==> config.mk <==
export PLATFORM = sky130hd
export DESIGN_NAME = pcm_resample_gain_fade_core_flat
export DESIGN_NICKNAME = d
export VERILOG_FILES = /design/src/rtl/prg_pkg.sv /design/src/rtl/prg_if.sv /design/src/rtl/prg_muldiv.sv /design/src/rtl/prg_seq.sv /design/src/rtl/pcm_resample_gain_fade_core.sv /design/src/flat_wrapper.sv
export SDC_FILE = /design/constraint.sdc
export NUM_CORES = 1
export LEC_CHECK = 0
export ABC_AREA = 1
export BUFFER_PORTS_ARGS = -buffer_cell sky130_fd_sc_hd__buf_2
export CELL_PAD_IN_SITES_DETAIL_PLACEMENT = 1
export CELL_PAD_IN_SITES_GLOBAL_PLACEMENT = 1
export CORE_MARGIN = 5
export CORE_UTILIZATION = 44
export CTS_CLUSTER_SIZE = 20
export DETAILED_ROUTE_END_ITERATION = 12
export MAX_ROUTING_LAYER = met4
export PLACE_DENSITY = 0.84
export SETUP_SLACK_MARGIN = 0.2
export SKIP_CTS_REPAIR_TIMING = 1
export SLEW_MARGIN = 40
export SYNTH_ARGS = -nofsm -noshare
export SYNTH_HDL_FRONTEND = slang
export SYNTH_SLANG_ARGS = --single-unit
==> constraint.sdc <==
create_clock -name clk -period 5.25 [get_ports clk]
set_clock_uncertainty 0.2 [all_clocks]
set_input_delay 0.525 -clock clk [delete_from_list [all_inputs] [get_ports clk]]
set_output_delay 0.525 -clock clk [all_outputs]
set_load 0.02 [all_outputs]
==> src/rtl/prg_pkg.sv <==
// Package with the shared types, constants and helpers of the PCM resampler.
`timescale 1ns / 1ps
`default_nettype none

package prg_pkg;

	// Field and register widths.
	localparam int SAMPLE_W   = 16;
	localparam int VOLUME_W   = 8;
	localparam int RATE_W     = 18;
	localparam int FADE_W     = 12;
	localparam int TOTAL_W    = 32;
	localparam int CFG_IDX_W  = 3;
	localparam int CFG_DATA_W = 32;

	// Phase accumulator width: holds an output rate plus one source rate.
	localparam int ACC_W = 19;

	// Shared multiply-divide unit widths.
	localparam int MAG_W  = SAMPLE_W + 1;
	localparam int MUL_W  = FADE_W;
	localparam int PROD_W = MAG_W + MUL_W;
	localparam int QUO_W  = MAG_W + 1;
	localparam int CNT_W  = $clog2(PROD_W);

	// Results per input word are bounded by the minimum rate clamp.
	localparam int MAX_RESULTS = 6;
	localparam int NRES_W      = 3;

	// Gain is given in percent.
	localparam logic [FADE_W-1:0] GAIN_DIV = 12'd100;

	// Saturation bounds of a 16-bit sample.
	localparam logic signed [QUO_W-1:0] SAT_MAX = 18'sd32767;
	localparam logic signed [QUO_W-1:0] SAT_MIN = -18'sd32768;

	// Register indexes.
	localparam logic [CFG_IDX_W-1:0] REG_SOURCE_RATE     = 3'd0;
	localparam logic [CFG_IDX_W-1:0] REG_MONO_INPUT      = 3'd1;
	localparam logic [CFG_IDX_W-1:0] REG_FADE_IN_ENABLE  = 3'd2;
	localparam logic [CFG_IDX_W-1:0] REG_FADE_OUT_ENABLE = 3'd3;
	localparam logic [CFG_IDX_W-1:0] REG_FADE_LENGTH     = 3'd4;
	localparam logic [CFG_IDX_W-1:0] REG_TOTAL_FRAMES    = 3'd5;

	// Register reset values.
	localparam logic [RATE_W-1:0] SOURCE_RATE_RST = 18'd44100;
	localparam logic [FADE_W-1:0] FADE_LENGTH_RST = 12'd1058;

	// Input word.
	typedef struct packed {
		logic signed [SAMPLE_W-1:0] left_sample;
		logic signed [SAMPLE_W-1:0] right_sample;
		logic [VOLUME_W-1:0]        volume_percent;
		logic                       start_of_pass;
	} prg_in_t;

	// Output word.
	typedef struct packed {
		logic signed [SAMPLE_W-1:0] out_left;
		logic signed [SAMPLE_W-1:0] out_right;
		logic                       last;
	} prg_out_t;

	// Configuration register file contents.
	typedef struct packed {
		logic [RATE_W-1:0]  source_rate;
		logic               mono_input;
		logic               fade_in_enable;
		logic               fade_out_enable;
		logic [FADE_W-1:0]  fade_length;
		logic [TOTAL_W-1:0] total_frames;
	} prg_cfg_t;

	// Request to the shared unit: sign(a) * (|a| * b / d), truncated toward zero.
	typedef struct packed {
		logic signed [SAMPLE_W-1:0] a;
		logic [MUL_W-1:0]           b;
		logic [FADE_W-1:0]          d;
	} prg_op_t;

	// Response of the shared unit.
	typedef struct packed {
		logic                    done;
		logic signed [QUO_W-1:0] q;
	} prg_res_t;

	// Sequencer states.
	typedef enum logic [3:0] {
		SEQ_IDLE,
		SEQ_GAIN,
		SEQ_GAIN_W,
		SEQ_CHECK,
		SEQ_POS1,
		SEQ_POS2,
		SEQ_FIN,
		SEQ_FIN_W,
		SEQ_FOUT,
		SEQ_FOUT_W,
		SEQ_EMIT,
		SEQ_DONE
	} prg_seq_state_t;

	// Shared unit states.
	typedef enum logic [1:0] {
		UNIT_IDLE,
		UNIT_MUL,
		UNIT_DIV,
		UNIT_DONE
	} prg_unit_state_t;

	// Clamp a quotient to the 16-bit sample range.
	function automatic logic signed [SAMPLE_W-1:0] sat16(input logic signed [QUO_W-1:0] v);
		logic signed [SAMPLE_W-1:0] r;
		if (v > SAT_MAX) begin
			r = SAT_MAX[SAMPLE_W-1:0];
		end else if (v < SAT_MIN) begin
			r = SAT_MIN[SAMPLE_W-1:0];
		end else begin
			r = v[SAMPLE_W-1:0];
		end
		return r;
	endfunction

endpackage

`default_nettype wire

==> src/rtl/prg_if.sv <==
// Handshake interfaces for the sample, frame and configuration channels.
`timescale 1ns / 1ps
`default_nettype none

// Input sample word channel.
interface prg_sample_if import prg_pkg::*; ();
	logic    valid;
	logic    ready;
	prg_in_t data;

	modport source (output valid, output data, input ready);
	modport sink (input valid, input data, output ready);
endinterface

// Output frame word channel.
interface prg_frame_if import prg_pkg::*; ();
	logic     valid;
	logic     ready;
	prg_out_t data;

	modport source (output valid, output data, input ready);
	modport sink (input valid, input data, output ready);
endinterface

// Configuration write channel.
interface prg_cfg_if import prg_pkg::*; ();
	logic                  valid;
	logic                  ready;
	logic [CFG_IDX_W-1:0]  index;
	logic [CFG_DATA_W-1:0] data;

	modport source (output valid, output index, output data, input ready);
	modport sink (input valid, input index, input data, output ready);
endinterface

`default_nettype wire

==> src/rtl/prg_muldiv.sv <==
// Shared multiply then divide unit: one product, then one quotient bit per cycle.
`timescale 1ns / 1ps
`default_nettype none

module prg_muldiv import prg_pkg::*; (
	input  wire logic     clk,
	input  wire logic     arst_n,
	input  wire logic     start,
	input  wire prg_op_t  op,
	output prg_res_t      res
);

	prg_unit_state_t   state_q, state_d;
	logic [CNT_W-1:0]  cnt_q;
	logic [MAG_W-1:0]  mag_q;
	logic              neg_q;
	logic [MUL_W-1:0]  b_q;
	logic [FADE_W-1:0] d_q;
	logic [PROD_W-1:0] dq_q;
	logic [FADE_W-1:0] rem_q;

	logic [MAG_W-1:0]  a_ext;
	logic [MAG_W-1:0]  a_mag;
	logic [FADE_W:0]   trial;
	logic [FADE_W:0]   diff;
	logic              fits;
	logic [QUO_W-1:0]  q_mag;

	// Magnitude of the signed operand, one bit wider so that -32768 fits.
	assign a_ext = {op.a[SAMPLE_W-1], op.a};
	assign a_mag = op.a[SAMPLE_W-1] ? (~a_ext + MAG_W'(1)) : a_ext;

	// One restoring division step.
	assign trial = {rem_q, dq_q[PROD_W-1]};
	assign diff  = trial - {1'b0, d_q};
	assign fits  = trial >= {1'b0, d_q};

	// Next state.
	always_comb begin
		state_d = state_q;
		unique case (state_q)
			UNIT_IDLE: if (start) state_d = UNIT_MUL;
			UNIT_MUL:  state_d = UNIT_DIV;
			UNIT_DIV:  if (cnt_q == '0) state_d = UNIT_DONE;
			UNIT_DONE: state_d = UNIT_IDLE;
		endcase
	end

	// Outputs: the quotient gets the sign of the operand back.
	always_comb begin
		q_mag    = {1'b0, dq_q[MAG_W-1:0]};
		res.done = (state_q == UNIT_DONE);
		res.q    = neg_q ? $signed(~q_mag + QUO_W'(1)) : $signed(q_mag);
	end

	// Control registers.
	always_ff @(posedge clk or negedge arst_n) begin
		if (!arst_n) begin
			state_q <= UNIT_IDLE;
			cnt_q   <= '0;
		end else begin
			state_q <= state_d;
			if (state_q == UNIT_MUL) begin
				cnt_q <= CNT_W'(PROD_W - 1);
			end else if (state_q == UNIT_DIV) begin
				cnt_q <= cnt_q - CNT_W'(1);
			end
		end
	end

	// Operand, product and remainder registers.
	always_ff @(posedge clk) begin
		unique case (state_q)
			UNIT_IDLE: begin
				if (start) begin
					mag_q <= a_mag;
					neg_q <= op.a[SAMPLE_W-1];
					b_q   <= op.b;
					d_q   <= op.d;
				end
			end
			UNIT_MUL: begin
				dq_q  <= PROD_W'(mag_q) * PROD_W'(b_q);
				rem_q <= '0;
			end
			UNIT_DIV: begin
				rem_q <= fits ? diff[FADE_W-1:0] : trial[FADE_W-1:0];
				dq_q  <= {dq_q[PROD_W-2:0], fits};
			end
			default: ;
		endcase
	end

endmodule

`default_nettype wire

==> src/rtl/prg_seq.sv <==
// Sequencer: phase accumulation, gain and fade steps, frame position bookkeeping.
`timescale 1ns / 1ps
`default_nettype none

module prg_seq import prg_pkg::*; #(
	parameter int OUTPUT_RATE      = 44100,
	parameter int FRAME_COUNT_BITS = 32
) (
	input  wire logic     clk,
	input  wire logic     arst_n,
	input  wire prg_cfg_t cfg,
	input  wire logic     in_valid,
	input  wire prg_in_t  in_word,
	output logic          in_ready,
	input  wire logic     slot_free,
	output logic          push,
	output prg_out_t      push_word
);

	localparam int POS_W = (FRAME_COUNT_BITS > TOTAL_W) ? FRAME_COUNT_BITS : TOTAL_W;
	localparam logic [ACC_W-1:0]  OUT_RATE_A = ACC_W'(OUTPUT_RATE);
	localparam logic [RATE_W-1:0] MIN_RATE   = RATE_W'((OUTPUT_RATE + 5) / 6);

	prg_seq_state_t state_q, state_d;

	logic [RATE_W-1:0]           phase_q;
	logic [FRAME_COUNT_BITS-1:0] count_q;
	logic [ACC_W-1:0]            acc_q;
	logic [RATE_W-1:0]           rate_q;
	logic [NRES_W-1:0]           n_q;
	logic                        ch_q;
	logic signed [SAMPLE_W-1:0]  l_in_q;
	logic signed [SAMPLE_W-1:0]  r_in_q;
	logic [VOLUME_W-1:0]         vol_q;
	logic signed [SAMPLE_W-1:0]  gain_q [2];
	logic signed [SAMPLE_W-1:0]  cur_q [2];
	logic                        fi_q;
	logic                        zero_q;
	logic                        fo_base_q;
	logic                        fo_q;
	logic [POS_W-1:0]            left_q;

	logic             op_start;
	prg_op_t          op_req;
	prg_res_t         op_res;

	logic             fade_ok;
	logic             fo_ok;
	logic [POS_W-1:0] pos_w;
	logic [POS_W-1:0] tot_w;
	logic [POS_W-1:0] len_w;
	logic [ACC_W-1:0] acc_step;
	logic             emit_last;
	logic             more;
	logic             fout_skip;

	prg_muldiv u_muldiv (
		.clk    (clk),
		.arst_n (arst_n),
		.start  (op_start),
		.op     (op_req),
		.res    (op_res)
	);

	// Frame position compares and the end-of-word test.
	assign fade_ok   = (cfg.fade_length != '0);
	assign fo_ok     = cfg.fade_out_enable && fade_ok && (cfg.total_frames != '0);
	assign pos_w     = POS_W'(count_q);
	assign tot_w     = POS_W'(cfg.total_frames);
	assign len_w     = POS_W'(cfg.fade_length);
	assign acc_step  = acc_q + ACC_W'(rate_q);
	assign emit_last = !((acc_step < OUT_RATE_A) && (n_q != NRES_W'(MAX_RESULTS - 1)));
	assign more      = (acc_q < OUT_RATE_A) && (n_q != NRES_W'(MAX_RESULTS));
	assign fout_skip = zero_q || !fo_q;

	// Next state.
	always_comb begin
		state_d = state_q;
		unique case (state_q)
			SEQ_IDLE:   if (in_valid) state_d = SEQ_GAIN;
			SEQ_GAIN:   state_d = SEQ_GAIN_W;
			SEQ_GAIN_W: if (op_res.done) state_d = ch_q ? SEQ_CHECK : SEQ_GAIN;
			SEQ_CHECK:  state_d = more ? SEQ_POS1 : SEQ_DONE;
			SEQ_POS1:   state_d = SEQ_POS2;
			SEQ_POS2:   state_d = SEQ_FIN;
			SEQ_FIN:    state_d = fi_q ? SEQ_FIN_W : SEQ_FOUT;
			SEQ_FIN_W:  if (op_res.done) state_d = SEQ_FOUT;
			SEQ_FOUT: begin
				if (fout_skip) state_d = ch_q ? SEQ_EMIT : SEQ_FIN;
				else state_d = SEQ_FOUT_W;
			end
			SEQ_FOUT_W: if (op_res.done) state_d = ch_q ? SEQ_EMIT : SEQ_FIN;
			SEQ_EMIT:   if (slot_free) state_d = SEQ_CHECK;
			SEQ_DONE:   state_d = SEQ_IDLE;
		endcase
	end

	// Outputs: handshakes and requests to the shared unit.
	always_comb begin
		in_ready  = 1'b0;
		op_start  = 1'b0;
		op_req    = '0;
		push      = 1'b0;
		push_word = '{out_left: cur_q[0], out_right: cur_q[1], last: emit_last};
		unique case (state_q)
			SEQ_IDLE: in_ready = 1'b1;
			SEQ_GAIN: begin
				op_start = 1'b1;
				op_req.a = ch_q ? r_in_q : l_in_q;
				op_req.b = MUL_W'(vol_q);
				op_req.d = GAIN_DIV;
			end
			SEQ_FIN: begin
				op_start = fi_q;
				op_req.a = cur_q[ch_q];
				op_req.b = count_q[MUL_W-1:0] + MUL_W'(1);
				op_req.d = cfg.fade_length;
			end
			SEQ_FOUT: begin
				op_start = !fout_skip;
				op_req.a = cur_q[ch_q];
				op_req.b = left_q[MUL_W-1:0];
				op_req.d = cfg.fade_length;
			end
			SEQ_EMIT: push = slot_free;
			default: ;
		endcase
	end

	// Persistent phase, frame counter and state.
	always_ff @(posedge clk or negedge arst_n) begin
		if (!arst_n) begin
			state_q <= SEQ_IDLE;
			phase_q <= '0;
			count_q <= '0;
		end else begin
			state_q <= state_d;
			if (state_q == SEQ_IDLE && in_valid && in_word.start_of_pass) begin
				count_q <= '0;
			end else if (state_q == SEQ_EMIT && slot_free) begin
				count_q <= count_q + FRAME_COUNT_BITS'(1);
			end
			if (state_q == SEQ_DONE) begin
				phase_q <= (acc_q >= OUT_RATE_A) ? RATE_W'(acc_q - OUT_RATE_A) : '0;
			end
		end
	end

	// Working registers of the word in progress.
	always_ff @(posedge clk) begin
		unique case (state_q)
			SEQ_IDLE: begin
				if (in_valid) begin
					l_in_q <= in_word.left_sample;
					r_in_q <= cfg.mono_input ? in_word.left_sample : in_word.right_sample;
					vol_q  <= in_word.volume_percent;
					rate_q <= (cfg.source_rate < MIN_RATE) ? MIN_RATE : cfg.source_rate;
					acc_q  <= in_word.start_of_pass ? '0 : ACC_W'(phase_q);
					n_q    <= '0;
					ch_q   <= 1'b0;
				end
			end
			SEQ_GAIN_W: begin
				if (op_res.done) begin
					gain_q[ch_q] <= sat16(op_res.q);
					ch_q         <= !ch_q;
				end
			end
			SEQ_POS1: begin
				fi_q      <= cfg.fade_in_enable && fade_ok && (pos_w < len_w);
				zero_q    <= fo_ok && (pos_w >= tot_w);
				fo_base_q <= fo_ok && (pos_w < tot_w);
				left_q    <= tot_w - pos_w - POS_W'(1);
				cur_q[0]  <= gain_q[0];
				cur_q[1]  <= gain_q[1];
				ch_q      <= 1'b0;
			end
			SEQ_POS2: begin
				// Inside the fade-out window exactly when the frames left are below the length.
				fo_q <= fo_base_q && (left_q < len_w);
			end
			SEQ_FIN_W: begin
				if (op_res.done) cur_q[ch_q] <= op_res.q[SAMPLE_W-1:0];
			end
			SEQ_FOUT: begin
				if (zero_q) cur_q[ch_q] <= '0;
				if (fout_skip) ch_q <= !ch_q;
			end
			SEQ_FOUT_W: begin
				if (op_res.done) begin
					cur_q[ch_q] <= op_res.q[SAMPLE_W-1:0];
					ch_q        <= !ch_q;
				end
			end
			SEQ_EMIT: begin
				if (slot_free) begin
					acc_q <= acc_step;
					n_q   <= n_q + NRES_W'(1);
				end
			end
			default: ;
		endcase
	end

endmodule

`default_nettype wire

==> src/rtl/pcm_resample_gain_fade_core.sv <==
// Top level of the nearest-neighbor PCM resampler with percent gain and linear fades.
`timescale 1ns / 1ps
`default_nettype none

// One input word (a mono or stereo 16-bit frame with a volume percent) yields zero to six
// stereo output words at OUTPUT_RATE, chosen by an exact integer phase accumulator that is
// kept across words and cleared by start_of_pass. All arithmetic runs through one shared
// multiply-divide unit that for each operation takes a start, forms one product, yields
// one quotient bit per cycle over 29 bits, and then signals done. Each input word passes
// through acceptance, the two gain operations and the phase update, and each output word
// adds its check, position and emit steps; every active fade adds one operation per channel
// per output word, and an emit waits while the output register holds an untaken word. The
// input is not ready while a word is in progress. Output words pass through a one-entry
// output register, so a waiting result does not hold up the next input word.
// Configuration writes are always accepted and take effect at once.
module pcm_resample_gain_fade_core import prg_pkg::*; #(
	parameter int OUTPUT_RATE      = 44100,
	parameter int FRAME_COUNT_BITS = 32
) (
	input wire logic    clk,
	input wire logic    arst_n,
	prg_sample_if.sink  samples,
	prg_frame_if.source frames,
	prg_cfg_if.sink     cfg
);

	prg_cfg_t cfg_q;
	logic     out_valid_q;
	prg_out_t out_data_q;
	logic     slot_free;
	logic     seq_push;
	prg_out_t seq_word;
	logic     seq_ready;

	// Configuration register file.
	assign cfg.ready = 1'b1;

	always_ff @(posedge clk or negedge arst_n) begin
		if (!arst_n) begin
			cfg_q.source_rate     <= SOURCE_RATE_RST;
			cfg_q.mono_input      <= 1'b0;
			cfg_q.fade_in_enable  <= 1'b0;
			cfg_q.fade_out_enable <= 1'b0;
			cfg_q.fade_length     <= FADE_LENGTH_RST;
			cfg_q.total_frames    <= '0;
		end else if (cfg.valid) begin
			unique case (cfg.index)
				REG_SOURCE_RATE:     cfg_q.source_rate <= cfg.data[RATE_W-1:0];
				REG_MONO_INPUT:      cfg_q.mono_input <= cfg.data[0];
				REG_FADE_IN_ENABLE:  cfg_q.fade_in_enable <= cfg.data[0];
				REG_FADE_OUT_ENABLE: cfg_q.fade_out_enable <= cfg.data[0];
				REG_FADE_LENGTH:     cfg_q.fade_length <= cfg.data[FADE_W-1:0];
				REG_TOTAL_FRAMES:    cfg_q.total_frames <= cfg.data[TOTAL_W-1:0];
				default: ;
			endcase
		end
	end

	// Sequencer with the shared arithmetic unit.
	prg_seq #(
		.OUTPUT_RATE      (OUTPUT_RATE),
		.FRAME_COUNT_BITS (FRAME_COUNT_BITS)
	) u_seq (
		.clk       (clk),
		.arst_n    (arst_n),
		.cfg       (cfg_q),
		.in_valid  (samples.valid),
		.in_word   (samples.data),
		.in_ready  (seq_ready),
		.slot_free (slot_free),
		.push      (seq_push),
		.push_word (seq_word)
	);

	assign samples.ready = seq_ready;

	// Output register: the slot is free when empty or when its word leaves this cycle.
	assign slot_free    = !out_valid_q || frames.ready;
	assign frames.valid = out_valid_q;
	assign frames.data  = out_data_q;

	always_ff @(posedge clk or negedge arst_n) begin
		if (!arst_n) begin
			out_valid_q <= 1'b0;
		end else if (seq_push) begin
			out_valid_q <= 1'b1;
		end else if (frames.ready) begin
			out_valid_q <= 1'b0;
		end
	end

	always_ff @(posedge clk) begin
		if (seq_push) out_data_q <= seq_word;
	end

	// A word is never pushed over one that is still waiting.
	assert property (@(posedge clk) disable iff (!arst_n)
		seq_push |-> (!out_valid_q || frames.ready))
		else $error("output word overwritten while waiting");

	// An accepted input word keeps the input closed on the next cycle.
	assert property (@(posedge clk) disable iff (!arst_n)
		(samples.valid && samples.ready) |=> !samples.ready)
		else $error("input reopened right after a word was accepted");

	// Results are only produced while no input word can be taken.
	assert property (@(posedge clk) disable iff (!arst_n)
		seq_push |-> !samples.ready)
		else $error("output word pushed while the input was open");

endmodule

`default_nettype wire
==> src/flat_wrapper.sv <==
// flat-port wrapper written by rule: the top's interface ports become plain ports
module pcm_resample_gain_fade_core_flat import prg_pkg::*;
#(
	parameter int OUTPUT_RATE      = 44100,
	parameter int FRAME_COUNT_BITS = 32
)
  (clk, arst_n, samples_valid, samples_data, samples_ready, frames_valid, frames_data, frames_ready, cfg_valid, cfg_index, cfg_data, cfg_ready);
  prg_sample_if samples_i ();
  prg_frame_if frames_i ();
  prg_cfg_if cfg_i ();
  input wire logic clk;
  input wire logic arst_n;
  input wire logic [$bits(samples_i.valid)-1:0] samples_valid;
  input wire logic [$bits(samples_i.data)-1:0] samples_data;
  output wire logic [$bits(samples_i.ready)-1:0] samples_ready;
  output wire logic [$bits(frames_i.valid)-1:0] frames_valid;
  output wire logic [$bits(frames_i.data)-1:0] frames_data;
  input wire logic [$bits(frames_i.ready)-1:0] frames_ready;
  input wire logic [$bits(cfg_i.valid)-1:0] cfg_valid;
  input wire logic [$bits(cfg_i.index)-1:0] cfg_index;
  input wire logic [$bits(cfg_i.data)-1:0] cfg_data;
  output wire logic [$bits(cfg_i.ready)-1:0] cfg_ready;
  assign samples_i.valid = samples_valid;
  assign samples_i.data = samples_data;
  assign samples_ready = samples_i.ready;
  assign frames_valid = frames_i.valid;
  assign frames_data = frames_i.data;
  assign frames_i.ready = frames_ready;
  assign cfg_i.valid = cfg_valid;
  assign cfg_i.index = cfg_index;
  assign cfg_i.data = cfg_data;
  assign cfg_ready = cfg_i.ready;
  pcm_resample_gain_fade_core #(.OUTPUT_RATE(OUTPUT_RATE), .FRAME_COUNT_BITS(FRAME_COUNT_BITS)) u_core (.clk(clk), .arst_n(arst_n), .samples(samples_i), .frames(frames_i), .cfg(cfg_i));
endmodule
==> impl_metrics.tcl <==
set metrics [dict create \
    setup_tns_ns -3.90 \
    rsz0062_at_grt "true" \
    io_pins 117 \
    hp-class "in2reg" \
    synthesis.nets 3997 \
    num_rows 96 \
    core_area_um2 68500 \
    antenna_found_initial 2 \
    post-route-min-period_ns 5.63 \
    dr.pass1.iters 5 \
    clkTransAtPathRegs_ns 0.07 \
    cts-root-buf "clkbuf_16" \
    setup_ws_ns -0.382 \
    setup.worst_path.start "u_core.u_seq.u_muldiv.mag_q[12]" \
    period_share_pct 107 \
    wl_per_cell_um 23.5 \
    finalSetupViolCount 16 \
    failed_checks "negative hold slack, negative setup slack" \
    cap_violations 0 \
    cts_sinks 425 \
    synthesis.area_um2 30300 \
    port_buffers 115 \
    dieArea_um2 74300 \
    syn_inst 3563 \
    cp_data_arrival_time_ns 5.89 \
    avgSynthCellArea_um2 8.51 \
    path_class "reg2reg" \
    vias_per_cell 5.69 \
    layout.nets 4246 \
    max_freq_ghz 0.178 \
    path_max_fanout 7 \
    first_iter_violations 1990 \
    cp-end-kind "register" \
    multi_input_area_um2 16300 \
    worst_slew_pin_slew_ns 0.894 \
    ys.flop_type "edfxtp_1" \
    relSlewSlack_pct 40.3 \
    grt_max_degree 88 \
    seq_area_um2 12100 \
    layout_commonest_cell "nand2_1" \
    cp-start-kind "register" \
    grt_use_total_pct 27.6 \
    grt_pass1_wl_mm 157 \
    status "finished with violations" \
    overflow 0 \
    clk_latency_ns 0.60 \
    final_cell_mix "923 x nand2_1, 585 x inv_1, 297 x edfxtp_1" \
    die_h_um 273 \
    ys_ff_latch 425 \
    clock_path_buffers 3 \
    yosysSeqAreaShare_pct 40.0 \
    layout-drive-gt1-share_pct 15.6 \
    ant_nets 0 \
    gp_congestion 0.939 \
    r2r-start "u_core.u_seq.u_muldiv.mag_q[12]" \
    min-delay-start "cfg_data[23]" \
    cts-htree-levels 2 \
    yosys_warnings 0 \
    tritoncts "yes" \
    dieWidth_um 273 \
    synth_edf_count 297 \
    vias 27000 \
    final_max_slew_viol_count 0 \
    crit_required_ns 5.51 \
    first_global_vias 28500 \
    start_util_pct 44.3 \
    synth_cell_type_count 66 \
    fill_cells 8029 \
    async_flop_share_pct 29.9 \
    hold_violations 6 \
    dp.final_hpwl_mm 77.0 \
    area_growth_pct 18.1 \
    fin_hold_ws_ns -0.0163 \
    wirelength_mm 111 \
    numCtsBuffers 46 \
    drc_errors 0 \
]
## flip-flops by register name, summed over array words and instances (netlist names), 16 cells and up, named ones only
signal / count
frames_data: 32
u_core.cfg_q: 65
u_core.u_seq.acc_q: 19
u_core.u_seq.count_q: 32
u_core.u_seq.cur_q: 32
u_core.u_seq.gain_q: 32
u_core.u_seq.l_in_q: 16
u_core.u_seq.left_q: 32
u_core.u_seq.phase_q: 18
u_core.u_seq.r_in_q: 16
u_core.u_seq.rate_q: 18
u_core.u_seq.u_muldiv.dq_q: 29
u_core.u_seq.u_muldiv.mag_q: 17
## path summary, 6_finish.rpt
path,end,slack [ns],depth (start not counted)
min reg2reg,frames_data[25],0.25,0
min in group asynchronous,u_core.cfg_q[51],0.35,2
max reg2reg,u_core.u_seq.u_muldiv.dq_q[20],-0.38,20
max,u_core.u_seq.u_muldiv.dq_q[20],-0.38,20
max in group asynchronous,u_core.cfg_q[46],3.39,3
min,u_core.cfg_q[23],-0.02,3
## metrics by stage
step / hold WS (ns) / utilization, % / setup WS (ns) / cells / area [um^2]
floorplan: 0.0294 / - / 0.141 / 3563 / 30400
global route: 0.00281 / 52.3 / -0.464 / 4733 / 35800
finish: -0.0163 / 52.3 / -0.382 / 4733 / 35800
CTS: -0.225 / 50.1 / -0.370 / 4656 / 34300
global placement: 0.226 / 47.7 / -0.0353 / 4568 / 32700
detailed placement: 0.234 / 47.8 / -0.320 / 4570 / 32700
## synth_stat cells, drive strengths merged (2+ instances only)
cell type	count	area [um^2]
nand2	971	3710
inv	623	2340
edfxtp	297	8920
o21ai	224	1140
nor2	221	873
ha	200	2500
a21oi	160	801
fa	153	3060
dfrtp	118	2950
nand3	115	616
clkbuf	90	338
xor2	67	587
nand4	47	294
nor3	40	243
o22ai	38	238
nor4	28	203
xnor2	28	245
or2	21	131
o211ai	18	135
buf	15	101
o21a	14	105
o21bai	10	86.3
a31oi	9	62.6
dfstp	9	236
nand3b	9	67.6
a21boi	5	37.5
a21o	4	30.0
and3	3	18.8
mux2i	3	30.0
o31ai	3	36.3
a211o	2	17.5
a211oi	2	15.0
a221oi	2	17.5
conb	2	7.51
nor3b	2	15.0
o2111ai	2	17.5
## routing by layer
layer,GRT usage [%],part of all wire [%],vias to the layer above
met5,-,0,-
met4,12.4,6.5,0
met3,4.00,6.0,444
met2,47.7,50,1096
met1,32.2,37,13500
li1,-,-,12000
## layout make-up
| class | instances | area share (%) |
|---|---|---|
| Tap cell | 882 | 3.08 |
| Clock inverter | 28 | 1.07 |
| Multi-Input combinational cell | 2409 | 45.4 |
| Sequential cell | 425 | 33.9 |
| Timing Repair Buffer | 306 | 6.63 |
| Clock buffer | 58 | 3.40 |
| Inverter | 624 | 6.55 |
| Antenna cell | 1 | 0.00698 |
## critical path, cell delays in order (launching register included)
cell and delay [ns]:
edfxtp_1 0.44, buf_4 0.21, buf_6 0.13, nand2_1 0.07, fa_1 0.48, fa_1 0.56
inv_1 0.07, fa_2 0.47, fa_1 0.56, inv_1 0.09, fa_1 0.55, inv_1 0.07
ha_4 0.31, nand2_4 0.08, nor2_2 0.22, nor3b_4 0.30, a21oi_2 0.11, o21ai_1 0.16
xor2_1 0.19, nand2_1 0.10, nand2_1 0.11
## logic make-up after synthesis
| family | synth area share [%] |
|---|---|
| compound gates | 9.26 |
| xor+xnor | 2.74 |
| fa+ha+maj | 18.3 |
| buf+inv | 9.19 |
| flops | 40.0 |
| mux | 0.0990 |
| other cells | 0.0248 |
| simple gates | 20.3 |
Power is left out: the tool's default activity adds up to more than one toggle a clock period on the data nets, which glitch-free logic cannot reach.
